## config.mk

```make
export PLATFORM = sky130hd
export DESIGN_NAME = deploy_command_responder_core_flat
export DESIGN_NICKNAME = d
export VERILOG_FILES = /design/src/hdl/dcr_pkg.sv /design/src/hdl/dcr_if.sv /design/src/hdl/deploy_command_responder_core.sv /design/src/hdl/dcr_decode.sv /design/src/hdl/dcr_cfg_regs.sv /design/src/hdl/dcr_exec.sv /design/src/flat_wrapper.sv
export VERILOG_INCLUDE_DIRS = /design/src /design/src/hdl
export SDC_FILE = /design/constraint.sdc
export NUM_CORES = 1
export LEC_CHECK = 0
export BUFFER_PORTS_ARGS = -buffer_cell sky130_fd_sc_hd__buf_2
export CORE_ASPECT_RATIO = 0.75
export CORE_MARGIN = 5
export CORE_UTILIZATION = 41
export CTS_CLUSTER_SIZE = 14
export DETAILED_ROUTE_END_ITERATION = 12
export GPL_TIMING_DRIVEN = 0
export HOLD_SLACK_MARGIN = 0.06
export PLACE_DENSITY_LB_ADDON = 0.1
export SYNTH_ARGS = -nofsm -noshare
export SYNTH_HDL_FRONTEND = slang
export SYNTH_SLANG_ARGS = --single-unit
```

## constraint.sdc

```tcl
create_clock -name clk -period 12.1 [get_ports clk]
set_input_delay 1.815 -clock clk [delete_from_list [all_inputs] [get_ports clk]]
set_output_delay 1.815 -clock clk [all_outputs]
set_load 0.02 [all_outputs]
```

## src/hdl/deploy_command_responder_core_defines.svh

```systemverilog
// assertion helpers for the deploy command responder
`ifndef DEPLOY_COMMAND_RESPONDER_CORE_DEFINES_SVH
`define DEPLOY_COMMAND_RESPONDER_CORE_DEFINES_SVH

// checked only out of reset
`define DCR_ASSERT(lbl, prop, msg) \
	lbl: assert property (@(posedge clk) disable iff (!arst_n) prop) else $error(msg);

// checked during reset as well
`define DCR_ASSERT_RST(lbl, prop, msg) \
	lbl: assert property (@(posedge clk) prop) else $error(msg);

`endif

```

## src/hdl/dcr_pkg.sv

```systemverilog
// ----------------------------------------------------------------------------
// dcr_pkg
// Command codes, register indexes, reset values and shared types of the
// deploy command responder.
// ----------------------------------------------------------------------------
`default_nettype none

package dcr_pkg;

	localparam logic OP_COMMAND = 1'b0;
	localparam logic OP_POLL    = 1'b1;

	localparam logic [7:0] CMD_DEPLOY_FIRST   = 8'hA1;
	localparam logic [7:0] CMD_DEPLOY_LAST    = 8'hA4;
	localparam logic [7:0] CMD_SEQUENTIAL     = 8'hA5;
	localparam logic [7:0] CMD_NOP_A9         = 8'hA9;
	localparam logic [7:0] CMD_NOP_AA         = 8'hAA;
	localparam logic [7:0] CMD_NOP_AD         = 8'hAD;
	localparam logic [7:0] CMD_COUNT_FIRST    = 8'hB0;
	localparam logic [7:0] CMD_COUNT_LAST     = 8'hB3;
	localparam logic [7:0] CMD_TIMER_FIRST    = 8'hB4;
	localparam logic [7:0] CMD_TIMER_LAST     = 8'hB7;
	localparam logic [7:0] CMD_OVERRIDE_FIRST = 8'hBA;
	localparam logic [7:0] CMD_OVERRIDE_LAST  = 8'hBD;
	localparam logic [7:0] CMD_TEMPERATURE    = 8'hC0;
	localparam logic [7:0] CMD_STATUS         = 8'hC3;

	typedef logic [1:0] cfg_index_t;
	localparam cfg_index_t CFG_BURN_STEP   = 2'd0;
	localparam cfg_index_t CFG_TEMPERATURE = 2'd1;
	localparam cfg_index_t CFG_STATUS      = 2'd2;

	localparam logic [15:0] BURN_STEP_RESET   = 16'd3200;
	localparam logic [15:0] TEMPERATURE_RESET = 16'd1023;
	localparam logic [15:0] STATUS_RESET      = 16'hFFFF;

	localparam int          NUM_FLAGS = 9;
	localparam logic [3:0]  FLAG_SEQ  = 4'd8;

	typedef enum logic [2:0] {
		ACT_NONE,
		ACT_DEPLOY,
		ACT_SEQUENTIAL,
		ACT_REPORT_COUNT,
		ACT_REPORT_TIMER,
		ACT_TEMPERATURE,
		ACT_STATUS
	} action_t;

	typedef struct packed {
		action_t    action;
		logic [1:0] ant;
		logic       override;
	} decode_t;

	typedef struct packed {
		logic [15:0] burn_step;
		logic [15:0] temperature_word;
		logic [15:0] status_word;
	} cfg_t;

endpackage

`default_nettype wire

```

## src/hdl/dcr_if.sv

```systemverilog
// ----------------------------------------------------------------------------
// dcr_if
// Valid/ready channels of the deploy command responder: item, result and
// configuration write.
// ----------------------------------------------------------------------------
`default_nettype none

interface dcr_item_if;
	logic       valid;
	logic       ready;
	logic       op;
	logic [7:0] cmd;
	logic [7:0] param;

	modport source (output valid, op, cmd, param, input ready);
	modport sink (input valid, op, cmd, param, output ready);
endinterface

interface dcr_result_if;
	logic        valid;
	logic        ready;
	logic [7:0]  resp_high;
	logic [7:0]  resp_low;
	logic [23:0] burn_time;

	modport source (output valid, resp_high, resp_low, burn_time, input ready);
	modport sink (input valid, resp_high, resp_low, burn_time, output ready);
endinterface

interface dcr_cfg_if;
	logic                valid;
	logic                ready;
	dcr_pkg::cfg_index_t index;
	logic [15:0]         data;

	modport source (output valid, index, data, input ready);
	modport sink (input valid, index, data, output ready);
endinterface

`default_nettype wire

```

## src/hdl/deploy_command_responder_core.sv

```systemverilog
// ----------------------------------------------------------------------------
// deploy_command_responder_core
// Antenna deployer command responder: stores commands, runs poll passes and
// returns the response bytes and burn time after every beat.
// ----------------------------------------------------------------------------
// One result beat for every item beat, in order. Items are taken one per
// cycle while results are being drained; each item is held in an input
// register and then applied to the command state in a single
// read-modify-write that also loads the result register, which presents it.
// Throughput is bounded only by the result side: while a result waits, one
// more item is still taken into the input register. Configuration writes are
// always ready and take effect on the next cycle.
`default_nettype none
`include "deploy_command_responder_core_defines.svh"

module deploy_command_responder_core #(
	parameter int NUM_ANTENNAS = 4
) (
	input  logic          clk,
	input  logic          arst_n,
	dcr_item_if.sink      item,
	dcr_result_if.source  result,
	dcr_cfg_if.sink       cfg
);

	logic        valid_s1;
	logic        op_s1;
	logic [7:0]  cmd_s1;
	logic [7:0]  param_s1;
	logic        valid_s2;
	logic [15:0] resp_s2;
	logic [23:0] burn_s2;
	logic        advance;
	logic [15:0] resp_next;
	logic [23:0] burn_next;

	dcr_pkg::cfg_t regs;

	assign advance    = valid_s1 && (!valid_s2 || result.ready);
	assign item.ready = !valid_s1 || advance;

	dcr_cfg_regs u_cfg_regs (
		.clk(clk),
		.arst_n(arst_n),
		.cfg(cfg),
		.regs(regs)
	);

	dcr_exec #(
		.NUM_ANTENNAS(NUM_ANTENNAS)
	) u_exec (
		.clk(clk),
		.arst_n(arst_n),
		.apply(advance),
		.op(op_s1),
		.cmd(cmd_s1),
		.param(param_s1),
		.regs(regs),
		.resp_next(resp_next),
		.burn_next(burn_next)
	);

	// input register
	always_ff @(posedge clk or negedge arst_n) begin
		if (!arst_n) begin
			valid_s1 <= 1'b0;
		end else if (item.ready) begin
			valid_s1 <= item.valid;
		end
	end

	always_ff @(posedge clk) begin
		if (item.valid && item.ready) begin
			op_s1    <= item.op;
			cmd_s1   <= item.cmd;
			param_s1 <= item.param;
		end
	end

	// result register
	always_ff @(posedge clk or negedge arst_n) begin
		if (!arst_n) begin
			valid_s2 <= 1'b0;
		end else if (advance) begin
			valid_s2 <= 1'b1;
		end else if (result.ready) begin
			valid_s2 <= 1'b0;
		end
	end

	always_ff @(posedge clk) begin
		if (advance) begin
			resp_s2 <= resp_next;
			burn_s2 <= burn_next;
		end
	end

	assign result.valid     = valid_s2;
	assign result.resp_high = resp_s2[15:8];
	assign result.resp_low  = resp_s2[7:0];
	assign result.burn_time = burn_s2;

	`DCR_ASSERT_RST(a_no_result_in_reset, !arst_n |-> !result.valid, "result valid in reset")
	`DCR_ASSERT(a_result_from_stage, $rose(result.valid) |-> $past(valid_s1), "result without item")
	`DCR_ASSERT(a_stage_holds, valid_s1 && valid_s2 && !result.ready |=> valid_s1 && $stable(cmd_s1), "input stage lost beat")

endmodule

`default_nettype wire

```

## src/hdl/dcr_decode.sv

```systemverilog
// ----------------------------------------------------------------------------
// dcr_decode
// Decodes the stored command byte into action, antenna and override flag.
// ----------------------------------------------------------------------------
`default_nettype none

module dcr_decode #(
	parameter int NUM_ANTENNAS = 4
) (
	input  logic [7:0]       cmd,
	output dcr_pkg::decode_t dec
);

	logic [7:0] offset;

	always_comb begin
		offset       = 8'd0;
		dec.action   = dcr_pkg::ACT_NONE;
		dec.override = 1'b0;
		unique case (cmd) inside
			[dcr_pkg::CMD_DEPLOY_FIRST:dcr_pkg::CMD_DEPLOY_LAST]: begin
				offset     = cmd - dcr_pkg::CMD_DEPLOY_FIRST;
				dec.action = dcr_pkg::ACT_DEPLOY;
			end
			[dcr_pkg::CMD_OVERRIDE_FIRST:dcr_pkg::CMD_OVERRIDE_LAST]: begin
				offset       = cmd - dcr_pkg::CMD_OVERRIDE_FIRST;
				dec.action   = dcr_pkg::ACT_DEPLOY;
				dec.override = 1'b1;
			end
			dcr_pkg::CMD_SEQUENTIAL: begin
				dec.action = dcr_pkg::ACT_SEQUENTIAL;
			end
			[dcr_pkg::CMD_COUNT_FIRST:dcr_pkg::CMD_COUNT_LAST]: begin
				offset     = cmd - dcr_pkg::CMD_COUNT_FIRST;
				dec.action = dcr_pkg::ACT_REPORT_COUNT;
			end
			[dcr_pkg::CMD_TIMER_FIRST:dcr_pkg::CMD_TIMER_LAST]: begin
				offset     = cmd - dcr_pkg::CMD_TIMER_FIRST;
				dec.action = dcr_pkg::ACT_REPORT_TIMER;
			end
			dcr_pkg::CMD_TEMPERATURE: begin
				dec.action = dcr_pkg::ACT_TEMPERATURE;
			end
			dcr_pkg::CMD_STATUS: begin
				dec.action = dcr_pkg::ACT_STATUS;
			end
			dcr_pkg::CMD_NOP_A9, dcr_pkg::CMD_NOP_AA, dcr_pkg::CMD_NOP_AD: begin
				dec.action = dcr_pkg::ACT_NONE;
			end
			default: begin
				dec.action = dcr_pkg::ACT_NONE;
			end
		endcase
		dec.ant = offset[1:0];
		// antenna codes past the fitted count are no-ops
		if (int'(offset) >= NUM_ANTENNAS) begin
			dec.action = dcr_pkg::ACT_NONE;
		end
	end

endmodule

`default_nettype wire

```

## src/hdl/dcr_cfg_regs.sv

```systemverilog
// ----------------------------------------------------------------------------
// dcr_cfg_regs
// Burn step, temperature and status registers behind the configuration
// write channel.
// ----------------------------------------------------------------------------
`default_nettype none

module dcr_cfg_regs (
	input  logic          clk,
	input  logic          arst_n,
	dcr_cfg_if.sink       cfg,
	output dcr_pkg::cfg_t regs
);

	dcr_pkg::cfg_t regs_q;

	assign cfg.ready = 1'b1;
	assign regs      = regs_q;

	always_ff @(posedge clk or negedge arst_n) begin
		if (!arst_n) begin
			regs_q.burn_step        <= dcr_pkg::BURN_STEP_RESET;
			regs_q.temperature_word <= dcr_pkg::TEMPERATURE_RESET;
			regs_q.status_word      <= dcr_pkg::STATUS_RESET;
		end else if (cfg.valid && cfg.ready) begin
			unique case (cfg.index)
				dcr_pkg::CFG_BURN_STEP:   regs_q.burn_step        <= cfg.data;
				dcr_pkg::CFG_TEMPERATURE: regs_q.temperature_word <= cfg.data;
				dcr_pkg::CFG_STATUS:      regs_q.status_word      <= cfg.data;
				default: begin
					// unmapped index, beat dropped
				end
			endcase
		end
	end

endmodule

`default_nettype wire

```

## src/hdl/dcr_exec.sv

```systemverilog
// ----------------------------------------------------------------------------
// dcr_exec
// Command state, antenna counters and timers; applies one beat per cycle
// when apply is high and presents the response and burn time the beat leaves.
// ----------------------------------------------------------------------------
`default_nettype none

module dcr_exec #(
	parameter int NUM_ANTENNAS = 4
) (
	input  logic          clk,
	input  logic          arst_n,
	input  logic          apply,
	input  logic          op,
	input  logic [7:0]    cmd,
	input  logic [7:0]    param,
	input  dcr_pkg::cfg_t regs,
	output logic [15:0]   resp_next,
	output logic [23:0]   burn_next
);

	localparam int SEQ_W = (NUM_ANTENNAS > 1) ? $clog2(NUM_ANTENNAS) : 1;
	localparam logic [SEQ_W-1:0] SEQ_LAST = SEQ_W'(NUM_ANTENNAS - 1);
	localparam logic [SEQ_W:0]   SEQ_LIMIT = (SEQ_W + 1)'(NUM_ANTENNAS);

	logic [7:0]                    cmd_q, cmd_d;
	logic [7:0]                    param_q, param_d;
	logic [dcr_pkg::NUM_FLAGS-1:0] flags_q, flags_d;
	logic [7:0]                    count_q [NUM_ANTENNAS];
	logic [7:0]                    count_d [NUM_ANTENNAS];
	logic [15:0]                   timer_q [NUM_ANTENNAS];
	logic [15:0]                   timer_d [NUM_ANTENNAS];
	logic [SEQ_W-1:0]              seq_q, seq_d;
	logic [23:0]                   burn_q, burn_d;
	logic [15:0]                   resp_q, resp_d;

	dcr_pkg::decode_t dec;
	logic [3:0]       flag_idx;
	logic [23:0]      burn_prod;

	dcr_decode #(
		.NUM_ANTENNAS(NUM_ANTENNAS)
	) u_decode (
		.cmd(cmd_q),
		.dec(dec)
	);

	assign flag_idx  = {1'b0, dec.override, dec.ant};
	assign burn_prod = 24'(param_q) * 24'(regs.burn_step);

	always_comb begin
		cmd_d   = cmd_q;
		param_d = param_q;
		flags_d = flags_q;
		count_d = count_q;
		timer_d = timer_q;
		seq_d   = seq_q;
		burn_d  = burn_q;
		resp_d  = resp_q;
		if (op == dcr_pkg::OP_COMMAND) begin
			cmd_d   = cmd;
			param_d = param;
			flags_d = '0;
		end else begin
			case (dec.action)
				dcr_pkg::ACT_DEPLOY: begin
					for (int i = 0; i < NUM_ANTENNAS; i++) begin
						if (int'(dec.ant) == i) begin
							if (!flags_q[flag_idx]) begin
								count_d[i] = count_q[i] + 8'd1;
							end
							timer_d[i] = timer_q[i] + 16'd1;
						end
					end
					if (!flags_q[flag_idx]) begin
						flags_d[flag_idx] = 1'b1;
						burn_d            = burn_prod;
					end
					resp_d = 16'd0;
				end
				dcr_pkg::ACT_SEQUENTIAL: begin
					if (!flags_q[dcr_pkg::FLAG_SEQ]) begin
						if ({1'b0, seq_q} < SEQ_LIMIT) begin
							for (int i = 0; i < NUM_ANTENNAS; i++) begin
								if (int'(seq_q) == i) begin
									count_d[i] = count_q[i] + 8'd1;
								end
							end
							seq_d = (seq_q == SEQ_LAST) ? '0 : seq_q + 1'b1;
						end else begin
							seq_d = '0;
						end
						flags_d[dcr_pkg::FLAG_SEQ] = 1'b1;
						burn_d                     = burn_prod;
					end
					resp_d = 16'd0;
				end
				dcr_pkg::ACT_REPORT_COUNT: begin
					resp_d = 16'd0;
					for (int i = 0; i < NUM_ANTENNAS; i++) begin
						if (int'(dec.ant) == i) begin
							resp_d = {count_q[i], 8'h00};
						end
					end
				end
				dcr_pkg::ACT_REPORT_TIMER: begin
					resp_d = 16'd0;
					// timer is cleared on read
					for (int i = 0; i < NUM_ANTENNAS; i++) begin
						if (int'(dec.ant) == i) begin
							resp_d     = timer_q[i];
							timer_d[i] = 16'd0;
						end
					end
				end
				dcr_pkg::ACT_TEMPERATURE: resp_d = regs.temperature_word;
				dcr_pkg::ACT_STATUS:      resp_d = regs.status_word;
				default:                  resp_d = 16'd0;
			endcase
		end
	end

	assign resp_next = resp_d;
	assign burn_next = burn_d;

	always_ff @(posedge clk or negedge arst_n) begin
		if (!arst_n) begin
			cmd_q   <= '0;
			param_q <= '0;
			flags_q <= '0;
			seq_q   <= '0;
			burn_q  <= '0;
			resp_q  <= '0;
			for (int i = 0; i < NUM_ANTENNAS; i++) begin
				count_q[i] <= '0;
				timer_q[i] <= '0;
			end
		end else if (apply) begin
			cmd_q   <= cmd_d;
			param_q <= param_d;
			flags_q <= flags_d;
			seq_q   <= seq_d;
			burn_q  <= burn_d;
			resp_q  <= resp_d;
			count_q <= count_d;
			timer_q <= timer_d;
		end
	end

endmodule

`default_nettype wire

```

## src/flat_wrapper.sv

```systemverilog
// flat-port wrapper written by rule: the top's interface ports become plain ports
module deploy_command_responder_core_flat 
#(
	parameter int NUM_ANTENNAS = 4
)
  (clk, arst_n, item_valid, item_op, item_cmd, item_param, item_ready, result_valid, result_resp_high, result_resp_low, result_burn_time, result_ready, cfg_valid, cfg_index, cfg_data, cfg_ready);
  dcr_item_if item_i ();
  dcr_result_if result_i ();
  dcr_cfg_if cfg_i ();
  input  logic clk;
  input  logic arst_n;
  input wire logic [$bits(item_i.valid)-1:0] item_valid;
  input wire logic [$bits(item_i.op)-1:0] item_op;
  input wire logic [$bits(item_i.cmd)-1:0] item_cmd;
  input wire logic [$bits(item_i.param)-1:0] item_param;
  output wire logic [$bits(item_i.ready)-1:0] item_ready;
  output wire logic [$bits(result_i.valid)-1:0] result_valid;
  output wire logic [$bits(result_i.resp_high)-1:0] result_resp_high;
  output wire logic [$bits(result_i.resp_low)-1:0] result_resp_low;
  output wire logic [$bits(result_i.burn_time)-1:0] result_burn_time;
  input wire logic [$bits(result_i.ready)-1:0] result_ready;
  input wire logic [$bits(cfg_i.valid)-1:0] cfg_valid;
  input wire logic [$bits(cfg_i.index)-1:0] cfg_index;
  input wire logic [$bits(cfg_i.data)-1:0] cfg_data;
  output wire logic [$bits(cfg_i.ready)-1:0] cfg_ready;
  assign item_i.valid = item_valid;
  assign item_i.op = item_op;
  assign item_i.cmd = item_cmd;
  assign item_i.param = item_param;
  assign item_ready = item_i.ready;
  assign result_valid = result_i.valid;
  assign result_resp_high = result_i.resp_high;
  assign result_resp_low = result_i.resp_low;
  assign result_burn_time = result_i.burn_time;
  assign result_i.ready = result_ready;
  assign cfg_i.valid = cfg_valid;
  assign cfg_i.index = cfg_index;
  assign cfg_i.data = cfg_data;
  assign cfg_ready = cfg_i.ready;
  deploy_command_responder_core #(.NUM_ANTENNAS(NUM_ANTENNAS)) u_core (.clk(clk), .arst_n(arst_n), .item(item_i), .result(result_i), .cfg(cfg_i));
endmodule
```

# After elaboration in Yosys (flattened, before gate mapping)
# Index checks and enable logic that the tools add are counted.
# word_totals
out_inout_bits	43
wordCells	174
reg_bits	270
input_bits	40
# op_classes
n_addsub	13
multipliers	1
order_cmp	11
n_eq_ne	36
n_reduce_logical	33
bitwise_logic	3
muxes	52
# op_table
cell	n
two-way mux 16 bit	17
one-hot mux 64 bit (2 select lines)	1
two-way mux 8 bit	13
two-way mux 24 bit	3
adder 16 x 1 -> 16 bit, second input constant	4
one-hot mux 16 bit (4 select lines)	1
one-hot mux 32 bit (2 select lines)	1
one-hot mux 24 bit (2 select lines)	1
adder 8 x 1 -> 8 bit, second input constant	4
greater-or-equal comparator 8 bit, second input constant	4
<= comparator 8 bit, second input constant	4
two-way mux 32 bit	1
!= test 2 bit, second input constant	16
one-hot mux 8 bit (4 select lines)	1
subtractor 8 bit, second input constant	4
AND reduction 7 bit	4
== test 8 bit, second input constant	3
multiplier 8 x 16 -> 24 bit	1
AND reduction 5 bit	4
two-way mux 9 bit	2
one-hot mux 3 bit (6 select lines)	1
== test 2 bit, second input constant	6
== test 3 bit, second input constant	3
bitwise OR 9 x 8 -> 9 bit	1
other kinds (24)	49

# Longest topological paths before layout
# Gate-level depths: netlist of the first run.
# depth
ltp_word	11
ltp_mapped	19
ltp_nobuf	18

# Modules after synthesis
# From an unflattened synthesis of the first run, not the netlist that was laid out.
# unflattened
hier_cells	1700
hier_area_um2	17312.9
# modules_own_cells
mod	area_per_inst_um2	n_inst	cells_per_inst
dcr_exec	12911.1	1	1437
dcr_cfg_regs	1863.0	1	104
deploy_command_responder_core	1815.5	1	65
dcr_decode	723.2	1	94

# Least setup slack after synthesis of the first run
# OpenSTA, ideal clock, no wires.
# synth_path
path_kind	reg2reg
from	register u_core.u_exec.param_q[7]
to	register u_core.burn_s2[22], in the netlist u_core.result.burn_time[22] (data pin)
path_stages_with_launch	18
setup_ps	256
arrival_time_ps	4833
slack_ps	7010
required_time_ps	11844
path_cell_list	dfrtp_1 > clkbuf_1 > and2_1 > fa_1 > fa_1 > fa_1 > inv_1 > fa_1 > inv_1 > ha_1 > a21oi_1 > a22oi_1 > o21ai_0 > o31a_1 > a2111o_1 > a31oi_1 > xor2_1 > a22o_1
# synth_via
elab_chain_len	4
elab_cells_between_ends	5
classes_between	1 x mul; 4 x mux
# synth_rtl
item	line	rtl
start, declared	dcr_exec.sv:27	logic [7:0] param_q, param_d;
start signal, assigned	dcr_exec.sv:140	param_q <= param_d;
multiplier 8 x 16 -> 24 bit *	dcr_exec.sv:49	assign burn_prod = 24'(param_q) * 24'(regs.burn_step);
two-way mux 24 bit (on tied branches)	dcr_exec.sv:82, dcr_exec.sv:75	
one-hot mux 24 bit (2 select lines) *	dcr_exec.sv:65	case (dec.action)
two-way mux 24 bit *	dcr_exec.sv:60	if (op == dcr_pkg::OP_COMMAND) begin
named net u_core.burn_next[22]	deploy_command_responder_core.sv:35	logic [23:0] burn_next;
end signal, assigned	deploy_command_responder_core.sv:94	burn_s2 <= burn_next;
end, declared	deploy_command_responder_core.sv:32	logic [23:0] burn_s2;
# The timed path passes the listed nets; every way through them passes the cells marked *.
# A chain may end at the register's enable or synchronous reset.

# Worst setup path in the final report of the first run
# layout_path
from	register u_core.u_exec.param_q[3]
to	register u_core.burn_s2[21], in the netlist u_core.result.burn_time[21] (data pin)
# The elaborated chain is that of the path after synthesis.

==> impl_metrics.env, run 1 <==
export IMPL_status="finished, final reports clean"
export IMPL_synthDistinctLibCells=92
export IMPL_numClockSinks=270
export IMPL_nets=1953
export IMPL_maxSlewHeadroom=0.202
export IMPL_dieArea_mm2=0.0471
export IMPL_wl_per_cell_um=20.7
export IMPL_io_buffer_count=81
export IMPL_first_iter_violations=1066
export IMPL_crit_fanout=10
export IMPL_firstDrtPassIters=5
export IMPL_grt_pass1_vias=13171
export IMPL_cp_arrival_ns=6.69
export IMPL_required_ns=12.43
export IMPL_ios=83
export IMPL_reg2reg_slack_ns=5.74
export IMPL_ctsResizeCount=0
export IMPL_synth_edf_count=57
export IMPL_dp_cells=2296
export IMPL_cp_start_kind="flip-flop"
export IMPL_worst_ir_drop_vdd_mv=0.191
export IMPL_syn_instance_count=1645
export IMPL_leakagePower_nw=8.89
export IMPL_drv_slew=0
export IMPL_drc_errors=0
export IMPL_cts_setup_buffers=0
export IMPL_final_antenna_net_count=0
export IMPL_fin_crit_ns=6.36
export IMPL_finalSetupViolCount=0
export IMPL_start_util=0.415
export IMPL_finalHoldViolCount=0
export IMPL_tightest_slew_ns=1.19
export IMPL_power_density_mw_per_mm2=210
export IMPL_ys_ff_latch=270
export IMPL_critPathCaptureType="flip-flop"
export IMPL_fp_dieH_um=189
export IMPL_clkTransAtPathRegs_ns=0.06
export IMPL_cts_max_path_buffers=3
export IMPL_fp_row_count=65
export IMPL_cts_root_buf="clkbuf_16"
export IMPL_syn_area_per_cell_um2=10.7
export IMPL_synth_nets=1839
export IMPL_fin_cells=2353
export IMPL_syn_area_mm2=0.0175
export IMPL_grt_max_degree=112
export IMPL_grt_usage=0.208
export IMPL_seq_area_frac_synth=0.404
export IMPL_fillers=3964
export IMPL_totalWireLength_um=48700
export IMPL_cts_tree="built"
export IMPL_dp_hpwl_um=37200
export IMPL_holdBufCountCts=0
export IMPL_yosysWarnings=0
export IMPL_clk_latency_ns=0.58
export IMPL_tns_ns=0
export IMPL_maxCapViolCount=0
export IMPL_antenna_found_initial=8
export IMPL_worstHoldPathType="reg2reg"
export IMPL_setup_worst_path_class="reg2reg"
export IMPL_overflow=0
export IMPL_fmax_mhz=157
export IMPL_drive_gt1_frac=0.156
export IMPL_cts_buffers=30
export IMPL_die_x_um=249
export IMPL_finalClockSkew_ns=0.0179
export IMPL_grt_pass1_wl_um=78200
export IMPL_htree_levels=1
export IMPL_dr_total_vias=13235
export IMPL_synth_ff_type="dfrtp_1"
export IMPL_min_period_over_period=0.525
export IMPL_core_area_mm2=0.0422
export IMPL_viasPerCell=5.62
export IMPL_grt_setup_unrepaired="false"
export IMPL_syn2layout_area_growth_pct=12.2
export IMPL_globalplace_congestion=0.883
export IMPL_finalHoldWorstSlack_ns=0.468
export IMPL_synthArstFlopShare=0.789
[registers in the layout, summed over array words and instances (netlist names)]
name and cells:
u_core.u_exec.burn_q 24, u_core.op_s1 1, u_core.u_exec.param_q 8, u_core.result.valid 1, u_core.result.burn_time 24, u_core.u_cfg_regs.regs 48, u_core.u_exec.cmd_q 8, u_core.param_s1 8
u_core.u_exec.resp_q 16, u_core.u_exec.flags_q 9, u_core.cmd_s1 8, u_core.u_exec.seq_q 2, u_core.resp_s2 16, u_core.u_exec.timer_q 64, u_core.valid_s1 1, u_core.u_exec.count_q 32
[where the power goes]
| group | leakage (nW) | switching (W) | internal, W |
|---|---|---|---|
| sequential | 3.33 | 0.000115 | 0.00108 |
| combinational | 5.08 | 0.00118 | 0.000830 |
| clock | 0.484 | 0.000390 | 0.000541 |
| total | 8.89 | 0.00168 | 0.00245 |
[kinds of logic (layout without fill, tap and decap cells)]
logic type / Yosys count / count (layout) / share of synthesized area
simple gates: 612 / 612 / 0.186
xor+xnor: 81 / 81 / 0.0405
fa+ha+maj: 154 / 154 / 0.146
buf+inv: 196 / 334 / 0.0451
flops: 270 / 270 / 0.404
mux: 82 / 82 / 0.0677
compound gates: 249 / 249 / 0.112
other cells: 1 / 2 / 0.000214
[worst paths after layout]
path	from	endpoint	depth (start not counted)
min	u_core.cmd_s1[5]$_DFFE_PP_	u_core.u_exec.cmd_q[5]$_DFFE_PN0P_	2
max reg2reg	u_core.u_exec.param_q[3]$_DFFE_PN0P_	u_core.result.burn_time[21]$_DFFE_PP_	17
max in group asynchronous	arst_n	u_core.u_exec.timer_q[8]$_DFFE_PN0P_	2
min in group asynchronous	arst_n	u_core.u_exec.cmd_q[1]$_DFFE_PN0P_	1
max	u_core.u_exec.param_q[3]$_DFFE_PN0P_	u_core.result.burn_time[21]$_DFFE_PP_	17
min reg2reg	u_core.cmd_s1[5]$_DFFE_PP_	u_core.u_exec.cmd_q[5]$_DFFE_PN0P_	2
[per-stage QoR]
step | utilization | setup WS (ns) | instance area, um^2 | total power, W
floorplan | - | 7.01 | 17500 | 0.00275
global placement | 0.442 | 5.18 | 18700 | 0.00317
detailed placement | 0.443 | 5.86 | 18700 | 0.00320
CTS | 0.466 | 5.82 | 19700 | 0.00416
global route | 0.466 | 5.44 | 19700 | 0.00451
finish | 0.466 | 5.74 | 19700 | 0.00413
[placed cells by master, fill, tap and decap left out, types with 24 or more instances in the layout]
cell       synthesis  routed
fa_1              84      84
o21ai_0           34      34
and3_1            34      34
clkbuf_16          0      31
dfstp_2           29      29
and2_1           120     120
xnor2_1           38      38
edfxtp_1          57      57
a22o_1            58      58
mux4_2            24      24
nor3_1            42      42
xor2_1            43      43
ha_1              70      70
nand4_1           30      30
nor2_1            69      69
clkbuf_1          48      57
nand2_1          166     166
nand3_1           48      48
inv_1            121     121
a21oi_1           26      26
dfrtp_1          184     184
buf_2             14      94
mux2_2            52      52
[final cells by class]
type	instances	area [um^2]	area share
multi-input combinational	1179	9670	0.491
sequential	270	7080	0.360
clock buffer	45	878	0.0446
tap	569	712	0.0362
inverter	124	467	0.0237
timing repair buffer	82	443	0.0225
buffer	72	325	0.0165
clock inverter	11	109	0.00553
antenna	1	2.50	0.000127
[layer usage]
| metal | part of all wire | vias up | track usage |
|---|---|---|---|
| li1 | - | 6083 | - |
| met1 | 0.52 | 6699 | 0.337 |
| met2 | 0.39 | 380 | 0.282 |
| met3 | 0.073 | 61 | 0.0459 |
| met4 | 0.019 | 12 | 0.0395 |
| met5 | 0.0016 | - | 0 |
[cells in the mapped netlist (all sizes together) (9+ instances only)]
cell / n / area, um^2
dfrtp: 184 / 4600
nand2: 166 / 623
and2: 122 / 763
inv: 121 / 454
fa: 84 / 1680
ha: 70 / 876
nor2: 70 / 265
a22o: 58 / 508
edfxtp: 57 / 1710
mux2: 53 / 597
nand3: 49 / 250
clkbuf: 48 / 180
nor3: 44 / 230
xor2: 43 / 377
xnor2: 38 / 333
o21ai: 37 / 189
and3: 34 / 213
nand4: 30 / 188
dfstp: 29 / 762
a21oi: 27 / 146
buf: 24 / 145
mux4: 24 / 541
nor4: 23 / 163
a221o: 21 / 210
o211ai: 19 / 143
or4: 15 / 113
nand2b: 13 / 81.3
a211oi: 11 / 100
a21o: 10 / 75.1
or3: 10 / 62.6
o22ai: 9 / 62.6
[worst max-delay path, stage by stage, from the launching register on]
cell and delay [ns]:
dfrtp_1 0.59, clkbuf_1 0.53, and2_1 0.24, fa_1 0.44
fa_1 0.48, fa_1 0.54, inv_1 0.05, fa_1 0.53
inv_1 0.04, ha_1 0.34, nand3_1 0.21, nor4_1 0.66
o31ai_1 0.26, a211oi_1 0.42, nor2_1 0.14, a211o_1 0.29
xnor2_1 0.14, a22o_1 0.20
(Power assumes the default switching activity.)
==> inputs of run 2 (changes only) <==
- clock period: 12.1 -> 6.5 ns (I/O delays scaled with it)
==> run 2 against run 1 <==
Largest power group unchanged; first-iteration DRC count increased by 5.7%; non-clock buffer count unchanged; total power increased by 87%; critical path type unchanged; via count decreased by 0.22%.
==> impl_metrics.env, run 2 (synthesized netlist as in run 1, its figures left out) <==
export IMPL_status="finished, final reports clean"
export IMPL_power_internal_w=0.00456
export IMPL_switching_share=0.408
export IMPL_die_x_um=249
export IMPL_p_switching_w=0.00314
export IMPL_holdBufCountCts=0
export IMPL_tightest_slew_ns=1.23
export IMPL_crit_path_end="u_core.result.burn_time[21]$_DFFE_PP_"
export IMPL_p_clk_frac=0.225
export IMPL_cp_start_kind="flip-flop"
export IMPL_max_stage_delay_ns=0.57
export IMPL_min_period_over_period=0.945
export IMPL_drv_slew=0
export IMPL_cts_tree="built"
export IMPL_final_antenna_net_count=0
export IMPL_fin_crit_ns=6.14
export IMPL_largest_register_ff_count=64
export IMPL_grt_util_met1=0.337
export IMPL_power_frac_seq=0.288
export IMPL_fp_row_count=65
export IMPL_fp_dieH_um=189
export IMPL_dp_hpwl_um=37200
export IMPL_p_comb_frac=0.487
export IMPL_worst_ir_drop_vdd_mv=0.360
export IMPL_dpl_cell_area_mm2=0.0187
export IMPL_finalHoldViolCount=0
export IMPL_clkTransAtPathRegs_ns=0.07
export IMPL_cts_root_buf="clkbuf_16"
export IMPL_top_register="u_core.u_exec.timer_q"
export IMPL_maxSlewHeadroom=0.172
export IMPL_required_ns=6.83
export IMPL_cts_max_path_buffers=3
export IMPL_firstDrtPassIters=5
export IMPL_fmax_mhz=163
export IMPL_critPathCaptureType="flip-flop"
export IMPL_crit_path_cell_trace="clkbuf_1, and2_1, fa_1, fa_1, fa_1, inv_1, fa_1, inv_1, ha_1, nand3_1, nor4_2, o31ai_1, a211oi_1, nor2_1, a211o_1, xnor2_1, a22o_1"
export IMPL_leakagePower_nw=8.90
export IMPL_grt_usage=0.208
export IMPL_syn2layout_area_growth_pct=12.3
export IMPL_drive_gt1_frac=0.159
export IMPL_maxCapViolCount=0
export IMPL_cp_arrival_ns=6.47
export IMPL_cpMaxStageDelayCell="dfrtp_1"
export IMPL_finalSetupViolCount=0
export IMPL_wl_per_cell_um=20.7
export IMPL_cts_buffers=30
export IMPL_met3_usage=0.0459
export IMPL_drc_errors=0
export IMPL_reg2reg_slack_ns=0.36
export IMPL_dieArea_mm2=0.0471
export IMPL_top_usage_layer="met1"
export IMPL_first_iter_violations=1127
export IMPL_clk_latency_ns=0.58
export IMPL_grt_pass1_vias=13171
export IMPL_power_density_mw_per_mm2=391
export IMPL_nets=1953
export IMPL_critical_path_startpoint="u_core.u_exec.param_q[5]$_DFFE_PN0P_"
export IMPL_htree_levels=1
export IMPL_grt_pass1_wl_um=78200
export IMPL_grt_use_met2=0.282
export IMPL_numClockSinks=270
export IMPL_io_buffer_count=81
export IMPL_start_util=0.415
export IMPL_dr_total_vias=13206
export IMPL_antenna_found_initial=8
export IMPL_rr_startpoint="u_core.u_exec.param_q[5]$_DFFE_PN0P_"
export IMPL_worstHoldPathType="in2async"
export IMPL_ios=83
export IMPL_crit_fanout=10
export IMPL_finalClockSkew_ns=0.0176
export IMPL_totalWireLength_um=48800
export IMPL_reg2regPathDepth=17
export IMPL_final_common_cell="dfrtp_1"
export IMPL_globalplace_congestion=0.883
export IMPL_layout_common_cells="dfrtp_1 (184), nand2_1 (166), inv_1 (121)"
export IMPL_viasPerCell=5.61
export IMPL_setup_worst_path_class="reg2reg"
export IMPL_crit_top_cell="fa_1"
export IMPL_r2r_end="u_core.result.burn_time[21]$_DFFE_PP_"
export IMPL_overflow=0
export IMPL_grt_max_degree=112
export IMPL_final_area_mm2=0.0197
export IMPL_tns_ns=0
export IMPL_core_area_mm2=0.0422
==> run 2: changes by cell type in the layout (fill, tap and decap cells not counted) <==
cell / delta
nor4_1: -1
clkbuf_1: -3
clkbuf_2: +3
nor4_2: +1
==> run 2: how the worst min path moves through the flow <==
stage,endpoint,cells after the start,slack [ns],start
after CTS,u_core.u_exec.param_q[5]$_DFFE_PN0P_,2,0.47,u_core.param_s1[5]$_DFFE_PP_
after global routing,u_core.u_exec.cmd_q[5]$_DFFE_PN0P_,2,0.48,u_core.cmd_s1[5]$_DFFE_PP_
after global placement,u_core.u_exec.cmd_q[7]$_DFFE_PN0P_,2,0.45,u_core.cmd_s1[7]$_DFFE_PP_
after floorplan,u_core.u_exec.cmd_q[6]$_DFFE_PN0P_,2,0.41,u_core.cmd_s1[6]$_DFFE_PP_
final,u_core.u_exec.cmd_q[1]$_DFFE_PN0P_,1,0.46,arst_n
after detailed placement,u_core.u_exec.param_q[5]$_DFFE_PN0P_,2,0.44,u_core.param_s1[5]$_DFFE_PP_
==> run 2: area by class of cell <==
class / instances / area, um^2
Buffer: 72 / 329
Sequential cell: 270 / 7080
Tap cell: 569 / 712
Fill cell: 3961 / 22500
Timing Repair Buffer: 82 / 443
Clock inverter: 11 / 109
Clock buffer: 45 / 878
Inverter: 124 / 467
Antenna cell: 1 / 2.50
Multi-Input combinational cell: 1179 / 9670
==> run 2: power groups by stage <==
stage	sequential, W	clock (W)	combinational [W]
after floorplan	0.00221	0	0.00290
after global placement	0.00224	0	0.00367
after detailed placement	0.00224	0	0.00371
after CTS	0.00221	0.00178	0.00375
after global routing	0.00225	0.00186	0.00430
final	0.00222	0.00173	0.00375
==> run 2: timing repair <==
action                     4_1_cts  5_1_grt
gates resized for setup          0        7
buffers inserted                 0        0
setup endpoints to repair        0        4
==> run 2: layer usage <==
metal	share of wire	routed length (um)
met1	0.52	25400
met4	0.020	954
met2	0.39	19000
met5	0.0016	77
met3	0.069	3370
==> run 2: metrics by stage <==
step | setup slack, ns | utilization | total power (W) | hold slack, ns | cells
floorplan | 1.41 | - | 0.00511 | 0.415 | 1645
global placement | 0.306 | 0.442 | 0.00590 | 0.448 | 2295
detailed placement | 0.258 | 0.443 | 0.00595 | 0.441 | 2296
CTS | 0.217 | 0.466 | 0.00774 | 0.472 | 2352
global route | -0.00352 | 0.466 | 0.00841 | 0.477 | 2352
finish | 0.359 | 0.467 | 0.00770 | 0.461 | 2353
==> run 2: critical path, delay by kind of cell, from the launching register on <==
kind	cells	cell delay, ns
AND/OR/NAND/NOR	4	1.08
flip-flops	1	0.57
buffers and inverters	3	0.60
XOR/XNOR	1	0.14
AO/OA/AOI/OAI	4	1.11
adder cells (fa/ha/maj)	5	2.38
==> inputs of run 3 (changes only) <==
- PLACE_DENSITY_LB_ADDON: 0.1 -> not set
==> run 3 against run 2 <==
Count of clock-buffer cells in the layout grew 4; critical path type unchanged; sequential power about the same; die area unchanged; core utilization decreased by 0.19 points; global-route usage fell by 0.63 points; clock skew up 0.0047 ns; critical endpoint unchanged.
==> impl_metrics.env, run 3 (synthesized netlist as in run 1, its figures left out) <==
export IMPL_power_density_mw_per_mm2=385
export IMPL_die_x_um=249
export IMPL_drv_slew=0
export IMPL_required_ns=6.83
export IMPL_htree_levels=1
export IMPL_nets=1952
export IMPL_fin_ws_ns=0.383
export IMPL_start_util=0.415
export IMPL_fp_row_count=65
export IMPL_reg2regPathDepth=17
export IMPL_dp_hpwl_um=36000
export IMPL_fp_dieH_um=189
export IMPL_final_antenna_net_count=0
export IMPL_firstDrtPassIters=5
export IMPL_globalplace_congestion=0.883
export IMPL_setup_worst_path_class="reg2reg"
export IMPL_place_ws_ns=0.269
export IMPL_cts_max_path_buffers=3
export IMPL_worstHoldPathType="reg2reg"
export IMPL_layout_common_cells="dfrtp_1 (184), nand2_1 (166), inv_1 (121)"
export IMPL_tightest_slew_ns=1.34
export IMPL_numClockSinks=270
export IMPL_maxCapViolCount=0
export IMPL_first_iter_violations=1139
export IMPL_ios=83
export IMPL_grt_usage=0.201
export IMPL_totalWireLength_um=47400
export IMPL_grt_max_degree=109
export IMPL_core_area_mm2=0.0422
export IMPL_crit_fanout=10
export IMPL_dieArea_mm2=0.0471
export IMPL_antenna_found_initial=7
export IMPL_final_common_cell="dfrtp_1"
export IMPL_leakagePower_nw=8.84
export IMPL_clk_latency_ns=0.58
export IMPL_viasPerCell=5.67
export IMPL_finalSetupViolCount=0
export IMPL_largest_register_ff_count=64
export IMPL_top_register="u_core.u_exec.timer_q"
export IMPL_tns_ns=0
export IMPL_drive_gt1_frac=0.154
export IMPL_crit_path_end="u_core.result.burn_time[21]$_DFFE_PP_"
export IMPL_clkTransAtPathRegs_ns=0.06
export IMPL_status="finished, final reports clean"
export IMPL_cp_arrival_ns=6.44
export IMPL_finalClockSkew_ns=0.0223
export IMPL_worst_ir_drop_vdd_mv=0.336
export IMPL_rr_startpoint="u_core.u_exec.param_q[5]$_DFFE_PN0P_"
export IMPL_min_period_over_period=0.941
export IMPL_grt_setup_unrepaired="false"
export IMPL_grt_pass1_wl_um=76400
export IMPL_critical_path_startpoint="u_core.u_exec.param_q[5]$_DFFE_PN0P_"
export IMPL_wl_per_cell_um=20.2
export IMPL_syn2layout_area_growth_pct=11.8
export IMPL_reg2reg_slack_ns=0.38
export IMPL_cts_tree="built"
export IMPL_cp_start_kind="flip-flop"
export IMPL_dr_total_vias=13339
export IMPL_finalHoldViolCount=0
export IMPL_io_buffer_count=81
export IMPL_fmax_mhz=163
export IMPL_grt_pass1_vias=13190
export IMPL_cts_buffers=29
export IMPL_maxSlewHeadroom=0.107
export IMPL_cts_root_buf="clkbuf_16"
export IMPL_r2r_end="u_core.result.burn_time[21]$_DFFE_PP_"
export IMPL_drc_errors=0
export IMPL_fin_crit_ns=6.12
export IMPL_critPathCaptureType="flip-flop"
export IMPL_fillers=3945
export IMPL_overflow=0
## run 3: layout make-up
type / instances / area (um^2) / share of cell area
plain buffers: 72 / 325 / 0.0166
repair buffers: 82 / 443 / 0.0226
inverters: 124 / 467 / 0.0238
clock buffers: 49 / 872 / 0.0445
well taps: 569 / 712 / 0.0363
flip-flops and latches: 270 / 7080 / 0.361
clock inverters: 5 / 37.5 / 0.00191
diodes: 2 / 5.00 / 0.000255
multi-input cells: 1179 / 9670 / 0.493
## run 3: critical path, cell delays in order, from the launching register on
cell and delay (ns):
dfrtp_1 0.54, clkbuf_1 0.47, and2_1 0.23, fa_1 0.44
fa_1 0.53, fa_1 0.55, inv_1 0.06, fa_1 0.52
inv_1 0.04, ha_1 0.35, nand3_1 0.24, nor4_2 0.50
o31ai_1 0.21, a211oi_1 0.42, nor2_1 0.12, a211o_1 0.29
xnor2_1 0.14, a22o_1 0.21
## run 3: per-layer routing
metal	track usage	wire [um]	vias to the layer above
li1	-	-	6081
met5	0	57	-
met4	0.0429	1050	10
met3	0.0504	3860	64
met1	0.315	23000	6782
met2	0.282	19400	402
## run 3: power by group
group / total, W / internal (W) / leakage [nW] / switching, W
Sequential: 0.00222 / 0.00200 / 3.33 / 0.000214
Clock: 0.00161 / 0.000910 / 0.435 / 0.000702
Combinational: 0.00372 / 0.00154 / 5.08 / 0.00218
## run 3: through the flow
stage           util  hold WS (ns)  power [W]  cells  cell area, um^2
2_1_floorplan      -         0.415    0.00511   1645            17500
3_3_place_gp   0.442         0.423    0.00587   2295            18700
3_5_place_dp   0.443         0.431    0.00592   2296            18700
4_1_cts        0.464         0.447    0.00758   2350            19600
5_1_grt        0.465         0.478    0.00824   2352            19600
6_report       0.465         0.444    0.00754   2352            19600
## run 3: worst min-delay path by stage
stage | startpoint | end | cells past startpoint
3_5_place_dp | u_core.cmd_s1[6]$_DFFE_PP_ | u_core.u_exec.cmd_q[6]$_DFFE_PN0P_ | 2
2_1_floorplan | u_core.cmd_s1[6]$_DFFE_PP_ | u_core.u_exec.cmd_q[6]$_DFFE_PN0P_ | 2
6_report | u_core.cmd_s1[6]$_DFFE_PP_ | u_core.u_exec.cmd_q[6]$_DFFE_PN0P_ | 2
5_1_grt | u_core.cmd_s1[6]$_DFFE_PP_ | u_core.u_exec.cmd_q[6]$_DFFE_PN0P_ | 2
3_3_place_gp | u_core.cmd_s1[6]$_DFFE_PP_ | u_core.u_exec.cmd_q[6]$_DFFE_PN0P_ | 2
4_1_cts | u_core.cmd_s1[6]$_DFFE_PP_ | u_core.u_exec.cmd_q[6]$_DFFE_PN0P_ | 2
## run 3: repair_timing
item                       4_1_cts  5_1_grt
hold buffers                     0        0
gates resized for setup          0        1
setup buffers                    0        0
setup endpoints to repair        0        3
